File: src/design/bsds_pkg.sv
// Shared types and constants for the battery SOC display smoother.
// No dependencies; used by bsds_serial_div, battery_soc_display_smoother and the testbench.
package bsds_pkg;

    // field widths
    localparam int SOC_W  = 7;
    localparam int CAP_W  = 16;
    localparam int CUR_W  = 16;
    localparam int THR_W  = 24;
    localparam int STAT_W = 2;

    // 127 * 65535 < 2**23
    localparam int PROD_W = 23;

    // serial divider: up to 14 quotient bits
    localparam int Q_MAX = 14;
    localparam int SH_W  = 4;
    localparam logic [SH_W-1:0] DIV1_SHIFT = 4'd6;   // raw percent, 7 bits
    localparam logic [SH_W-1:0] DIV2_SHIFT = 4'd13;  // rescaled percent, 14 bits

    // rescale divide: (raw*10000 + 50*div) / (100*div)
    localparam int D2_NUM_W = 21;
    localparam int D2_DEN_W = 14;

    localparam int PCT_SCALE  = 10000;
    localparam int ROUND_HALF = 50;
    localparam int PCT_DIV    = 100;
    localparam int MA_TO_UA   = 1000;

    localparam logic [SOC_W-1:0] SOC_FULL = 7'd100;
    localparam logic [SOC_W-1:0] SOC_HOLD = 7'd99;
    localparam logic [SOC_W-1:0] TGT_SAT  = 7'd101;

    // charger status codes (3 acts as other)
    localparam logic [STAT_W-1:0] STAT_OTHER    = 2'd0;
    localparam logic [STAT_W-1:0] STAT_CHARGING = 2'd1;
    localparam logic [STAT_W-1:0] STAT_FULL     = 2'd2;
    localparam logic [STAT_W-1:0] STAT_RSVD     = 2'd3;

    // register indexes
    localparam logic [1:0] REG_UI_FULL   = 2'd0;
    localparam logic [1:0] REG_TAPER_THR = 2'd1;
    localparam logic [1:0] REG_FAST_MODE = 2'd2;

    typedef enum logic [2:0] {
        S_IDLE,
        S_MAC,
        S_DIV1_GO,
        S_DIV1_WAIT,
        S_SCALE,
        S_DIV2_WAIT,
        S_FINAL
    } state_t;

    typedef struct packed {
        logic            start;
        logic [SH_W-1:0] shift;
    } div_req_t;

    typedef struct packed {
        logic busy;
        logic done;
    } div_stat_t;

endpackage

File: src/design/bsds_serial_div.sv
// Restoring divider, one quotient bit per cycle, quotient length set per request.
// Depends on bsds_pkg.
module bsds_serial_div import bsds_pkg::*; #(
    parameter int N_W = 25,
    parameter int D_W = 18
) (
    input  logic             aclk,
    input  logic             aresetn,
    input  div_req_t         req,
    input  logic [N_W-1:0]   num,
    input  logic [D_W-1:0]   den,
    output div_stat_t        stat,
    output logic [Q_MAX-1:0] quot
);

    localparam int CW = (N_W > D_W + Q_MAX) ? N_W : D_W + Q_MAX;

    logic [CW-1:0]    rem_reg, rem_next;
    logic [CW-1:0]    dsh_reg, dsh_next;
    logic [Q_MAX-1:0] q_reg, q_next;
    logic [SH_W-1:0]  cnt_reg, cnt_next;
    logic             busy_reg, busy_next;
    logic             done_reg, done_next;
    logic             fits;

    always_comb begin
        fits      = (rem_reg >= dsh_reg);
        rem_next  = rem_reg;
        dsh_next  = dsh_reg;
        q_next    = q_reg;
        cnt_next  = cnt_reg;
        busy_next = busy_reg;
        done_next = 1'b0;
        if (req.start) begin
            rem_next  = CW'(num);
            dsh_next  = CW'(den) << req.shift;
            q_next    = '0;
            cnt_next  = req.shift;
            busy_next = 1'b1;
        end else if (busy_reg) begin
            q_next   = {q_reg[Q_MAX-2:0], fits};
            if (fits) begin
                rem_next = rem_reg - dsh_reg;
            end
            dsh_next = dsh_reg >> 1;
            if (cnt_reg == '0) begin
                busy_next = 1'b0;
                done_next = 1'b1;
            end else begin
                cnt_next = cnt_reg - 1'b1;
            end
        end
    end

    always_ff @(posedge aclk) begin
        if (!aresetn) begin
            busy_reg <= 1'b0;
            done_reg <= 1'b0;
        end else begin
            busy_reg <= busy_next;
            done_reg <= done_next;
        end
        rem_reg <= rem_next;
        dsh_reg <= dsh_next;
        q_reg   <= q_next;
        cnt_reg <= cnt_next;
    end

    assign stat.busy = busy_reg;
    assign stat.done = done_reg;
    assign quot      = q_reg;

endmodule

File: src/design/battery_soc_display_smoother.sv
// Battery SOC display smoother: per-pack accumulate, weighted percent, rescale, step.
// A non-last beat is accepted, then runs 7 shift-add steps over the percent bits.
// A last beat then runs two serial divides (7 and 14 quotient bits, one per cycle) and
// the final step; m_valid rises with s_ready back high in the same cycle. One beat in
// flight at a time; a stalled result holds the next last beat. aresetn is synchronous,
// active low: sums, shown value, taper count, threshold, fast mode clear; UI full to 100.
module battery_soc_display_smoother import bsds_pkg::*; #(
    parameter int MAX_PACKS   = 4,
    parameter int TAPER_LIMIT = 5
) (
    input  logic                     aclk,
    input  logic                     aresetn,
    input  logic                     s_valid,
    output logic                     s_ready,
    input  logic [SOC_W-1:0]         s_pack_soc,
    input  logic [CAP_W-1:0]         s_pack_full_charge,
    input  logic signed [CUR_W-1:0]  s_pack_current,
    input  logic                     s_last_pack,
    input  logic [STAT_W-1:0]        s_charge_status,
    output logic                     m_valid,
    input  logic                     m_ready,
    output logic [SOC_W-1:0]         m_shown_soc,
    output logic                     m_soc_changed,
    input  logic                     psel,
    input  logic                     penable,
    input  logic                     pwrite,
    input  logic [3:0]               paddr,
    input  logic [31:0]              pwdata,
    output logic [31:0]              prdata,
    output logic                     pready
);

    localparam int PK_W  = $clog2(MAX_PACKS + 1);
    localparam int SUM_X = $clog2(MAX_PACKS);
    localparam int WS_W  = PROD_W + SUM_X;
    localparam int FS_W  = CAP_W + SUM_X;
    localparam int CS_W  = CUR_W + SUM_X;
    localparam int UA_W  = CS_W + 10;
    localparam int TC_W  = $clog2(TAPER_LIMIT + 1);
    localparam int DN_W  = (WS_W > D2_NUM_W) ? WS_W : D2_NUM_W;
    localparam int DD_W  = (FS_W > D2_DEN_W) ? FS_W : D2_DEN_W;

    state_t state_reg, state_next;

    logic [SOC_W-1:0]       ui_full_reg, ui_full_next;
    logic [THR_W-1:0]       thr_reg, thr_next;
    logic                   fast_reg, fast_next;

    logic [SOC_W-1:0]       soc_sh_reg, soc_sh_next;
    logic [PROD_W-1:0]      cap_sh_reg, cap_sh_next;
    logic [2:0]             bit_cnt_reg, bit_cnt_next;
    logic                   acc_en_reg, acc_en_next;
    logic                   last_reg, last_next;
    logic [STAT_W-1:0]      status_reg, status_next;

    logic [WS_W-1:0]        ws_reg, ws_next;
    logic [FS_W-1:0]        fs_reg, fs_next;
    logic signed [CS_W-1:0] cs_reg, cs_next;
    logic [PK_W-1:0]        pk_cnt_reg, pk_cnt_next;

    logic [SOC_W-1:0]       tgt_reg, tgt_next;
    logic                   taper_le_reg, taper_le_next;
    logic [SOC_W-1:0]       shown_reg, shown_next;
    logic                   shown_valid_reg, shown_valid_next;
    logic [TC_W-1:0]        taper_cnt_reg, taper_cnt_next;

    logic                   m_valid_reg, m_valid_next;
    logic [SOC_W-1:0]       m_soc_reg, m_soc_next;
    logic                   m_chg_reg, m_chg_next;

    div_req_t               div_req;
    div_stat_t              div_stat;
    logic [DN_W-1:0]        div_num;
    logic [DD_W-1:0]        div_den;
    logic [Q_MAX-1:0]       div_quot;

    logic                   accept;
    logic                   cfg_wr;
    logic                   load;
    logic [UA_W-1:0]        cur_ua;
    logic [SOC_W-1:0]       raw;
    logic [SOC_W-1:0]       dvs;
    logic                   hold_cond;
    logic [TC_W-1:0]        tc_new;
    logic [SOC_W-1:0]       tgt_h;
    logic [SOC_W-1:0]       result;
    logic                   cs_pos;
    logic                   cs_neg;

    bsds_serial_div #(
        .N_W(DN_W),
        .D_W(DD_W)
    ) u_div (
        .aclk    (aclk),
        .aresetn (aresetn),
        .req     (div_req),
        .num     (div_num),
        .den     (div_den),
        .stat    (div_stat),
        .quot    (div_quot)
    );

    // final step: taper hold, then first poll takes the target, full status shows 100, else one step toward the target
    always_comb begin
        cs_neg    = cs_reg[CS_W-1];
        cs_pos    = !cs_reg[CS_W-1] && (cs_reg != '0);
        hold_cond = (thr_reg != '0) && (status_reg == STAT_CHARGING) && fast_reg &&
                    (tgt_reg >= SOC_FULL) && (!shown_valid_reg || shown_reg != SOC_FULL);
        if (!taper_le_reg) begin
            tc_new = '0;
        end else if (taper_cnt_reg >= TC_W'(TAPER_LIMIT)) begin
            tc_new = '0;
        end else begin
            tc_new = taper_cnt_reg + 1'b1;
        end
        tgt_h = tgt_reg;
        if (hold_cond && tc_new < TC_W'(TAPER_LIMIT)) begin
            tgt_h = SOC_HOLD;
        end
        if (tgt_h > SOC_FULL) begin
            tgt_h = SOC_FULL;
        end
        if (!shown_valid_reg) begin
            result = tgt_h;
        end else if (status_reg == STAT_FULL) begin
            result = SOC_FULL;
        end else if (tgt_h > shown_reg && cs_pos) begin
            result = shown_reg + 1'b1;
        end else if (tgt_h < shown_reg && cs_neg) begin
            result = shown_reg - 1'b1;
        end else begin
            result = shown_reg;
        end
    end

    always_comb begin
        cur_ua = UA_W'(cs_reg[CS_W-2:0]) * UA_W'(MA_TO_UA);
        raw    = (fs_reg == '0) ? '0 : div_quot[SOC_W-1:0];
        dvs    = (ui_full_reg == '0) ? SOC_W'(1) : ui_full_reg;
    end

    always_comb begin
        state_next       = state_reg;
        ui_full_next     = ui_full_reg;
        thr_next         = thr_reg;
        fast_next        = fast_reg;
        soc_sh_next      = soc_sh_reg;
        cap_sh_next      = cap_sh_reg;
        bit_cnt_next     = bit_cnt_reg;
        acc_en_next      = acc_en_reg;
        last_next        = last_reg;
        status_next      = status_reg;
        ws_next          = ws_reg;
        fs_next          = fs_reg;
        cs_next          = cs_reg;
        pk_cnt_next      = pk_cnt_reg;
        tgt_next         = tgt_reg;
        taper_le_next    = taper_le_reg;
        shown_next       = shown_reg;
        shown_valid_next = shown_valid_reg;
        taper_cnt_next   = taper_cnt_reg;
        m_soc_next       = m_soc_reg;
        m_chg_next       = m_chg_reg;
        m_valid_next     = m_valid_reg && !m_ready;
        div_req.start    = 1'b0;
        div_req.shift    = DIV1_SHIFT;
        div_num          = '0;
        div_den          = '0;
        load             = 1'b0;

        s_ready = (state_reg == S_IDLE);
        accept  = s_valid && s_ready;
        cfg_wr  = psel && penable && pwrite;

        if (cfg_wr) begin
            case (paddr[3:2])
                REG_UI_FULL:   ui_full_next = pwdata[SOC_W-1:0];
                REG_TAPER_THR: thr_next     = pwdata[THR_W-1:0];
                REG_FAST_MODE: fast_next    = pwdata[0];
                default:       ;
            endcase
        end

        case (state_reg)
            S_IDLE: begin
                if (accept) begin
                    soc_sh_next  = s_pack_soc;
                    cap_sh_next  = PROD_W'(s_pack_full_charge);
                    bit_cnt_next = '0;
                    last_next    = s_last_pack;
                    status_next  = s_charge_status;
                    acc_en_next  = (pk_cnt_reg < PK_W'(MAX_PACKS));
                    if (pk_cnt_reg < PK_W'(MAX_PACKS)) begin
                        fs_next     = fs_reg + FS_W'(s_pack_full_charge);
                        cs_next     = cs_reg + CS_W'(s_pack_current);
                        pk_cnt_next = pk_cnt_reg + 1'b1;
                    end
                    state_next = S_MAC;
                end
            end
            S_MAC: begin
                // shift-add: one percent bit per cycle
                if (acc_en_reg && soc_sh_reg[0]) begin
                    ws_next = ws_reg + WS_W'(cap_sh_reg);
                end
                soc_sh_next  = soc_sh_reg >> 1;
                cap_sh_next  = cap_sh_reg << 1;
                bit_cnt_next = bit_cnt_reg + 1'b1;
                if (bit_cnt_reg == 3'(SOC_W - 1)) begin
                    state_next = last_reg ? S_DIV1_GO : S_IDLE;
                end
            end
            S_DIV1_GO: begin
                div_req.start = 1'b1;
                div_req.shift = DIV1_SHIFT;
                div_num       = DN_W'(ws_reg);
                div_den       = DD_W'(fs_reg);
                taper_le_next = cs_reg[CS_W-1] || (cur_ua <= UA_W'(thr_reg));
                state_next    = S_DIV1_WAIT;
            end
            S_DIV1_WAIT: begin
                if (div_stat.done) begin
                    state_next = S_SCALE;
                end
            end
            S_SCALE: begin
                // nested floor divides fold into one: (raw*10000 + 50*d) / (100*d)
                div_req.start = 1'b1;
                div_req.shift = DIV2_SHIFT;
                div_num       = DN_W'(D2_NUM_W'(raw) * D2_NUM_W'(PCT_SCALE) +
                                      D2_NUM_W'(dvs) * D2_NUM_W'(ROUND_HALF));
                div_den       = DD_W'(D2_DEN_W'(dvs) * D2_DEN_W'(PCT_DIV));
                state_next    = S_DIV2_WAIT;
            end
            S_DIV2_WAIT: begin
                if (div_stat.done) begin
                    tgt_next   = (div_quot >= Q_MAX'(TGT_SAT)) ? TGT_SAT
                                                               : div_quot[SOC_W-1:0];
                    state_next = S_FINAL;
                end
            end
            S_FINAL: begin
                if (!m_valid_reg || m_ready) begin
                    load             = 1'b1;
                    m_valid_next     = 1'b1;
                    m_soc_next       = result;
                    m_chg_next       = !shown_valid_reg || (result != shown_reg);
                    shown_next       = result;
                    shown_valid_next = 1'b1;
                    if (hold_cond) begin
                        taper_cnt_next = tc_new;
                    end
                    ws_next     = '0;
                    fs_next     = '0;
                    cs_next     = '0;
                    pk_cnt_next = '0;
                    state_next  = S_IDLE;
                end
            end
            default: state_next = S_IDLE;
        endcase
    end

    always_ff @(posedge aclk) begin
        if (!aresetn) begin
            state_reg       <= S_IDLE;
            ui_full_reg     <= SOC_FULL;
            thr_reg         <= '0;
            fast_reg        <= 1'b0;
            ws_reg          <= '0;
            fs_reg          <= '0;
            cs_reg          <= '0;
            pk_cnt_reg      <= '0;
            shown_reg       <= '0;
            shown_valid_reg <= 1'b0;
            taper_cnt_reg   <= '0;
            m_valid_reg     <= 1'b0;
        end else begin
            state_reg       <= state_next;
            ui_full_reg     <= ui_full_next;
            thr_reg         <= thr_next;
            fast_reg        <= fast_next;
            ws_reg          <= ws_next;
            fs_reg          <= fs_next;
            cs_reg          <= cs_next;
            pk_cnt_reg      <= pk_cnt_next;
            shown_reg       <= shown_next;
            shown_valid_reg <= shown_valid_next;
            taper_cnt_reg   <= taper_cnt_next;
            m_valid_reg     <= m_valid_next;
        end
        soc_sh_reg   <= soc_sh_next;
        cap_sh_reg   <= cap_sh_next;
        bit_cnt_reg  <= bit_cnt_next;
        acc_en_reg   <= acc_en_next;
        last_reg     <= last_next;
        status_reg   <= status_next;
        tgt_reg      <= tgt_next;
        taper_le_reg <= taper_le_next;
        m_soc_reg    <= m_soc_next;
        m_chg_reg    <= m_chg_next;
    end

    always_comb begin
        case (paddr[3:2])
            REG_UI_FULL:   prdata = 32'(ui_full_reg);
            REG_TAPER_THR: prdata = 32'(thr_reg);
            REG_FAST_MODE: prdata = 32'(fast_reg);
            default:       prdata = '0;
        endcase
    end

    assign pready        = 1'b1;
    assign m_valid       = m_valid_reg;
    assign m_shown_soc   = m_soc_reg;
    assign m_soc_changed = m_chg_reg;

`ifndef SYNTHESIS
    a_shown_range: assert property (@(posedge aclk) disable iff (!aresetn)
        m_valid |-> m_shown_soc <= SOC_FULL)
        else $error("shown percent above full");

    a_pack_count: assert property (@(posedge aclk) disable iff (!aresetn)
        pk_cnt_reg <= PK_W'(MAX_PACKS))
        else $error("pack count past limit");

    a_div_owner: assert property (@(posedge aclk) disable iff (!aresetn)
        div_stat.busy |-> (state_reg == S_DIV1_WAIT || state_reg == S_DIV2_WAIT))
        else $error("divider running outside a wait state");

    a_sums_clear: assert property (@(posedge aclk) disable iff (!aresetn)
        load |=> (ws_reg == '0 && fs_reg == '0 && cs_reg == '0 && pk_cnt_reg == '0))
        else $error("sums not cleared after poll");
`endif

endmodule

File: config.mk
export PLATFORM = sky130hd
export DESIGN_NAME = battery_soc_display_smoother
export DESIGN_NICKNAME = d
export VERILOG_FILES = /design/src/design/bsds_pkg.sv /design/src/design/bsds_serial_div.sv /design/src/design/battery_soc_display_smoother.sv
export SDC_FILE = /design/constraint.sdc
export NUM_CORES = 1
export LEC_CHECK = 0
export ABC_CLOCK_PERIOD_IN_PS = 14200
export BUFFER_PORTS_ARGS = -buffer_cell sky130_fd_sc_hd__buf_4
export CORE_MARGIN = 8
export CORE_UTILIZATION = 28
export DETAILED_ROUTE_END_ITERATION = 10
export PLACE_DENSITY = 0.4
export SLEW_MARGIN = 20
export SYNTH_ARGS = -nofsm -noshare
export SYNTH_HDL_FRONTEND = slang
export SYNTH_SLANG_ARGS = --single-unit
export TNS_END_PERCENT = 5
File: constraint.sdc
create_clock -name aclk -period 14.2 [get_ports aclk]
set_input_delay 2.84 -clock aclk [delete_from_list [all_inputs] [get_ports aclk]]
set_output_delay 2.84 -clock aclk [all_outputs]
set_load 0.03 [all_outputs]
==> reports/metrics.yaml, run 1 <==
clock_tree:
  clock_sinks: 248
  cts_setup_buffers: 0
  clkTransAtPathRegs_ns: 0.05
  clock_latency_ns: 0.57
  postCtsHoldBufs: 0
  cts_tree: "built"
  cts_buffers: 34
  clockBufferDepth: 3
  htree_levels: 2
  root_buffer: "clkbuf_16"
  ctsResizeCount: 0
placement:
  gp_congestion: 0.822
  placed_area_um2: 22100
  hpwl_um: 45800
  portBuffers: 108
power:
  netSwitchingPower_mw: 1.46
  clockPowerShare_pct: 23.5
  pwr-share-seq_pct: 25.7
  combinationalPowerShare_pct: 50.8
  power_density_nw_per_um2: 155
  p_int_mw: 2.13
  power_mw: 3.59
  p_sw_share_pct: 40.8
  p_leak_nw: 10.2
  ir_drop_mv: 0.102
finish:
  n_antenna_cell: 0
  final_area_um2: 23200
  finalNetCount: 2776
  nFillCells: 7549
  layout_commonest_cell: "ha_1"
  mostFrequentLayoutCells: "256 x ha_1, 244 x nand2_1, 236 x inv_1, 139 x nor2_1, 134 x dfxtp_1"
  syn2layout_area_growth_pct: 14.3
  drive_gt1_share_pct: 8.38
worst_setup_path:
  arrival_ns: 4.02
  cp_num_buf_inv: 2
  critPathMaxStageDelay_ns: 0.61
  path_class: "in -> out"
  crit_path_start: "paddr[2]"
  end_kind: "primary output"
  worstPathCellList: "buf_4 -> nor2b_2 -> and2_1 -> buf_4"
  rrSetupSlack_ns: 7.64
  r2r_start: "cs_reg[0]"
  cp_max_fo: 19
  crit_family: "simple AND/OR/NAND/NOR gates"
  cp_data_required_time_ns: 11.36
  cp_slowest_cell: "nor2b_2"
  crit_top_cell: "buf_4"
  worstSetupStartpointType: "input pin"
logic_synthesis:
  ys_types: 68
  yosysSeqAreaShare_pct: 30.1
  yosys_warnings: 0
  netlist_instances: 2279
  synth_enable_flop_cells: 114
  async_reset_ff_share_pct: 0
  ys_ff_latch: 248
  synth_ff_type: "dfxtp_1"
  syn_area_um2: 20300
  syn_area_per_cell_um2: 8.89
drt:
  antenna_left: 0
  route.detailed.wl_per_inst_um: 17.9
  drc: 0
  vias_per_cell: 4.87
  routed-via-count: 16300
  drt-initial-drc-count: 1010
  first_pass_iters: 5
  wirelength_um: 59800
timing:
  slew_headroom_pct: 32.0
  setup_viol: 0
  drv_slew: 0
  tightest_slew_ns: 1.02
  clock.fmax_mhz: 146
  min_period_over_period_pct: 48.3
  setup-tns-final_ns: 0
  hold_violations: 0
  rsz0062_at_grt: "no"
  period_needed_ns: 6.86
  finalClockSkew_ns: 0.0255
  fin_hold_ws_ns: 0.455
floorplanning:
  start_util_pct: 28.3
  num_rows: 98
  die_x_um: 285
  die-area_um2: 81200
  io_pins: 128
  core_um2: 71600
  fp.dieH_um: 285
grt:
  gr-total-overflow: 0
  grt_antenna_before_repair: 2
  grt_usage_pct: 14.5
  grt_pass1_vias: 16500
  grt_max_degree: 70
  grt_pass1_wl_um: 95000
hold_path:
  hp-class: "reg -> reg"
  hold_start: "u_div.rem_reg[31]"
job:
  drv_cap: 0
outcome:
  status: "finished clean"
## final cells by class
type | instances | area (µm²) | share of cell area [%]
Multi-Input combinational cell | 1716 | 13000 | 56.0
Sequential cell | 248 | 6110 | 26.4
Clock inverter | 15 | 136 | 0.589
Clock buffer | 47 | 931 | 4.02
Tap cell | 950 | 1190 | 5.13
Timing Repair Buffer | 126 | 950 | 4.10
Inverter | 236 | 886 | 3.82
## Yosys cell counts (19+ instances only)
cell type,n,area [µm²]
nand2_1,244,916
nor2_1,140,526
nand3_1,42,210
a21oi_1,113,566
nand4_1,22,138
xor2_1,44,385
nor3_1,42,210
mux2i_1,36,360
a21o_1,54,405
and2_1,45,282
nor4_1,20,125
xnor2_1,71,622
ha_1,256,3200
edfxtp_1,114,3420
inv_1,236,886
nor2b_1,80,500
o21ai_0,103,515
a22oi_1,49,368
dfxtp_1,134,2680
a21boi_0,47,353
nand2b_1,19,119
fa_1,73,1460
clkbuf_1,73,274
## per-layer routing
layer	GRT usage [%]	wire length, µm	up-vias
met5	0	11	-
met4	4.41	1730	2
met3	2.23	2730	87
met2	23.7	26700	327
met1	19.7	28600	7741
li1	-	-	8110
## worst register-to-register path: stages, from the launching register on
cell and delay, ns:
dfxtp_1 0.62, fa_1 0.51, inv_1 0.09, fa_1 0.45, fa_1 0.55, inv_1 0.05, fa_1 0.45, ha_1 0.35
o21ai_0 0.08, o21ai_0 0.14, nor3_1 0.26, o31ai_1 0.16, o41ai_1 0.45, o21ai_0 0.26, a31o_2 0.33, a21o_1 0.17
a21oi_1 0.19, xnor2_1 0.10, ha_1 0.31, nand4_1 0.09, nor3_1 0.18, a31oi_1 0.15, a221oi_1 0.28, a41o_1 0.21
## power by group through the flow
stage	clock (mW)	sequential [mW]	combinational, mW
floorplan	0	0.896	1.44
global placement	0	0.940	1.83
detailed placement	0	0.941	1.84
CTS	0.878	0.926	1.86
global route	0.902	0.935	2.14
finish	0.843	0.923	1.83
## path summary, 6_finish.rpt
path                       endpoint  cells after the start
setup / recovery         prdata[20]                      4
hold / removal    u_div.rem_reg[31]                      2
setup reg to reg       taper_le_reg                     23
hold reg to reg   u_div.rem_reg[31]                      2
## logic make-up (layout without fill, tap and decap cells)
group / count (synthesis) / count (layout) / synth area share, %
compound gates: 511 / 511 / 16.9
mux: 36 / 36 / 1.78
flops: 248 / 248 / 30.1
buf+inv: 323 / 424 / 6.19
simple gates: 715 / 715 / 17.0
fa+ha+maj: 329 / 329 / 23.0
other cells: 2 / 10 / 0.0371
xor+xnor: 115 / 115 / 4.97
## stage by stage
stage,util (%),std cells,setup WS (ns)
after floorplan,-,2287,7.45
after global placement,30.8,3275,7.02
after detailed placement,30.8,3275,6.96
after CTS,32.3,3337,6.95
after global routing,32.3,3338,7.00
final,32.3,3338,7.34
Note: power is estimated with default switching activity, not from simulation.
==> run 2: changes to the inputs <==
ABC_AREA = 1   (was default)
ABC_CLOCK_PERIOD_IN_PS = 6470   (was 14200)
clock period = 6.47 ns   (was 14.2 ns; I/O delays follow)
==> reports/metrics.yaml, run 2 <==
worst_setup_path:
  reg2reg_depth: 21
  worstPathCellList: "or4_1 -> nor4_2 -> nand4_1 -> inv_1 -> nor2_1 -> fa_1 -> fa_1 -> ha_1 -> ha_1 -> nand2_1 -> o211ai_2 -> xnor2_1 -> inv_1 -> ha_1 -> nand3_1 -> o21ai_1 -> nand3_1 -> nor2_1 -> a21oi_1 -> o21ai_0 -> nand3_1"
  crit_path_start: "fs_reg[4]"
  worstSetupStartpointType: "flop"
  critPathMaxStageDelay_ns: 0.57
  cp_data_required_time_ns: 6.73
  arrival_ns: 6.25
  r2r_start: "fs_reg[4]"
  path_class: "reg -> reg"
  cp_max_fo: 7
  cp_slowest_cell: "or4_1"
  end_kind: "flop"
timing:
  period_needed_ns: 5.99
  tightest_slew_ns: 0.948
  clock.fmax_mhz: 167
  slew_headroom_pct: 36.8
  hold_violations: 0
  rsz0062_at_grt: "no"
  finalClockSkew_ns: 0.0241
  setup_viol: 0
  worst_slack_ns: 0.476
  drv_slew: 0
  setup-tns-final_ns: 0
  min_period_over_period_pct: 92.6
grt:
  gr-total-overflow: 0
  met1_usage_pct: 21.6
  grt_pass1_vias: 19100
  top_usage_layer: "met2"
  grt_pass1_wl_um: 109000
  use_met3_pct: 2.58
  grt_max_degree: 66
  grt_antenna_before_repair: 0
  use_met2_pct: 26.3
  grt_usage_pct: 15.9
drt:
  routed-via-count: 19200
  wirelength_um: 69100
  drc: 0
  route.detailed.wl_per_inst_um: 17.3
  drt-initial-drc-count: 1031
  first_pass_iters: 7
  vias_per_cell: 4.80
  antenna_left: 0
placement:
  portBuffers: 108
  hpwl_um: 55400
  gp_congestion: 0.871
  placed_area_um2: 23200
  place_ws_ns: 0.292
  dp_cells: 3926
logic_synthesis:
  synth_ff_type: "dfxtp_1"
  ys_types: 59
  yosysSeqAreaShare_pct: 28.7
  ys_ff_latch: 248
  yosys_warnings: 0
  synth_top_cell_area_share_pct: 16.1
  synth_top_cells_by_count: "646 x nand2_1, 416 x inv_1, 273 x a21oi_1"
  syn_area_per_cell_um2: 7.40
  syn_area_um2: 21300
  netlist_instances: 2871
  ys_top_cells_by_area: "edfxtp_1 16%, ha_1 15%, dfxtp_1 13%, nand2_1 11%, inv_1 7.3%"
  async_reset_ff_share_pct: 0
  yosys.area.top_type: "edfxtp_1"
  yosysMostFrequentCell: "nand2_1"
  synth_enable_flop_cells: 114
clock_tree:
  cts_buffers: 37
  cts_setup_buffers: 0
  ctsResizeCount: 0
  clkTransAtPathRegs_ns: 0.06
  cts_tree: "built"
  clockBufferDepth: 3
  postCtsHoldBufs: 0
  root_buffer: "clkbuf_16"
  htree_levels: 2
  clock_latency_ns: 0.56
  clock_sinks: 248
finish:
  nFillCells: 8203
  drive_gt1_share_pct: 7.83
  layout_commonest_cell: "nand2_1"
  syn2layout_area_growth_pct: 14.8
  mostFrequentLayoutCells: "646 x nand2_1, 414 x inv_1, 273 x a21oi_1, 256 x ha_1, 255 x nor2_1"
  final_area_um2: 24400
  finalNetCount: 3401
  finalNonFillerCells: 3994
hold_path:
  hp-class: "reg -> reg"
  whs_path_depth: 2
  hold_start: "u_div.rem_reg[26]"
job:
  drv_cap: 0
floorplanning:
  start_util_pct: 28.1
  fp.dieH_um: 292
  die_x_um: 292
  io_pins: 128
  num_rows: 101
  die-area_um2: 85000
  core_um2: 75600
outcome:
  status: "finished clean"
-- run 2: changes by cell type after synthesis, sizes merged, moves of 83 or more --
cell / before / now
o21ai: 104 / 187
nor2: 140 / 262
inv: 236 / 425
nand2: 244 / 648
nand3: 43 / 145
a21oi: 113 / 282
-- run 2: path summary, 6_finish.rpt --
check / endpoint / slack, ns
worst max-delay path: u_div.rem_reg[18] / 0.48
worst min-delay path: u_div.rem_reg[26] / 0.46
worst max register to register: u_div.rem_reg[18] / 0.48
worst min register to register: u_div.rem_reg[26] / 0.46
-- run 2: through the flow --
step	hold WS (ns)	util [%]
4_1_cts	0.465	32.3
5_1_grt	0.493	32.3
3_3_place_gp	0.445	30.7
2_1_floorplan	0.430	-
3_5_place_dp	0.453	30.7
6_report	0.462	32.3
-- run 2: per-layer routing --
metal  share of wire, %  routed length [µm]
met1                 48               33400
met2                 45               31300
met3                4.0                2790
met4                2.3                1600
met5                  0                   0
-- run 2: kinds of logic after synthesis --
family | after synthesis | synth area share [%]
simple gates | 1149 | 22.4
compound gates | 589 | 15.4
buf+inv | 494 | 9.01
fa+ha+maj | 329 | 21.9
flops | 248 | 28.7
xor+xnor | 60 | 2.47
other cells | 2 | 0.0353
-- run 2: worst max-delay path, delay by kind of cell (launching register included) --
family                   cells  cell delay [ns]
AND/OR/NAND/NOR              9             2.08
flip-flops                   1             0.31
XOR/XNOR                     1             0.14
AO/OA/AOI/OAI                4             0.75
adder cells (fa/ha/maj)      5             2.06
buffers and inverters        2             0.34
-- run 2: final cells by class --
cell class / instances / area [µm²] / area share (%)
Multi-Input combinational cell: 2137 / 13300 / 54.5
Antenna cell: 1 / 2.50 / 0.0103
Tap cell: 978 / 1220 / 5.02
Sequential cell: 248 / 6110 / 25.0
Inverter: 430 / 1610 / 6.62
Timing Repair Buffer: 133 / 998 / 4.09
Clock inverter: 14 / 114 / 0.467
Clock buffer: 53 / 1050 / 4.29
Power of run 2 is left out: the tool's default activity adds up to more than one toggle a clock period on the data nets, which glitch-free logic cannot reach.
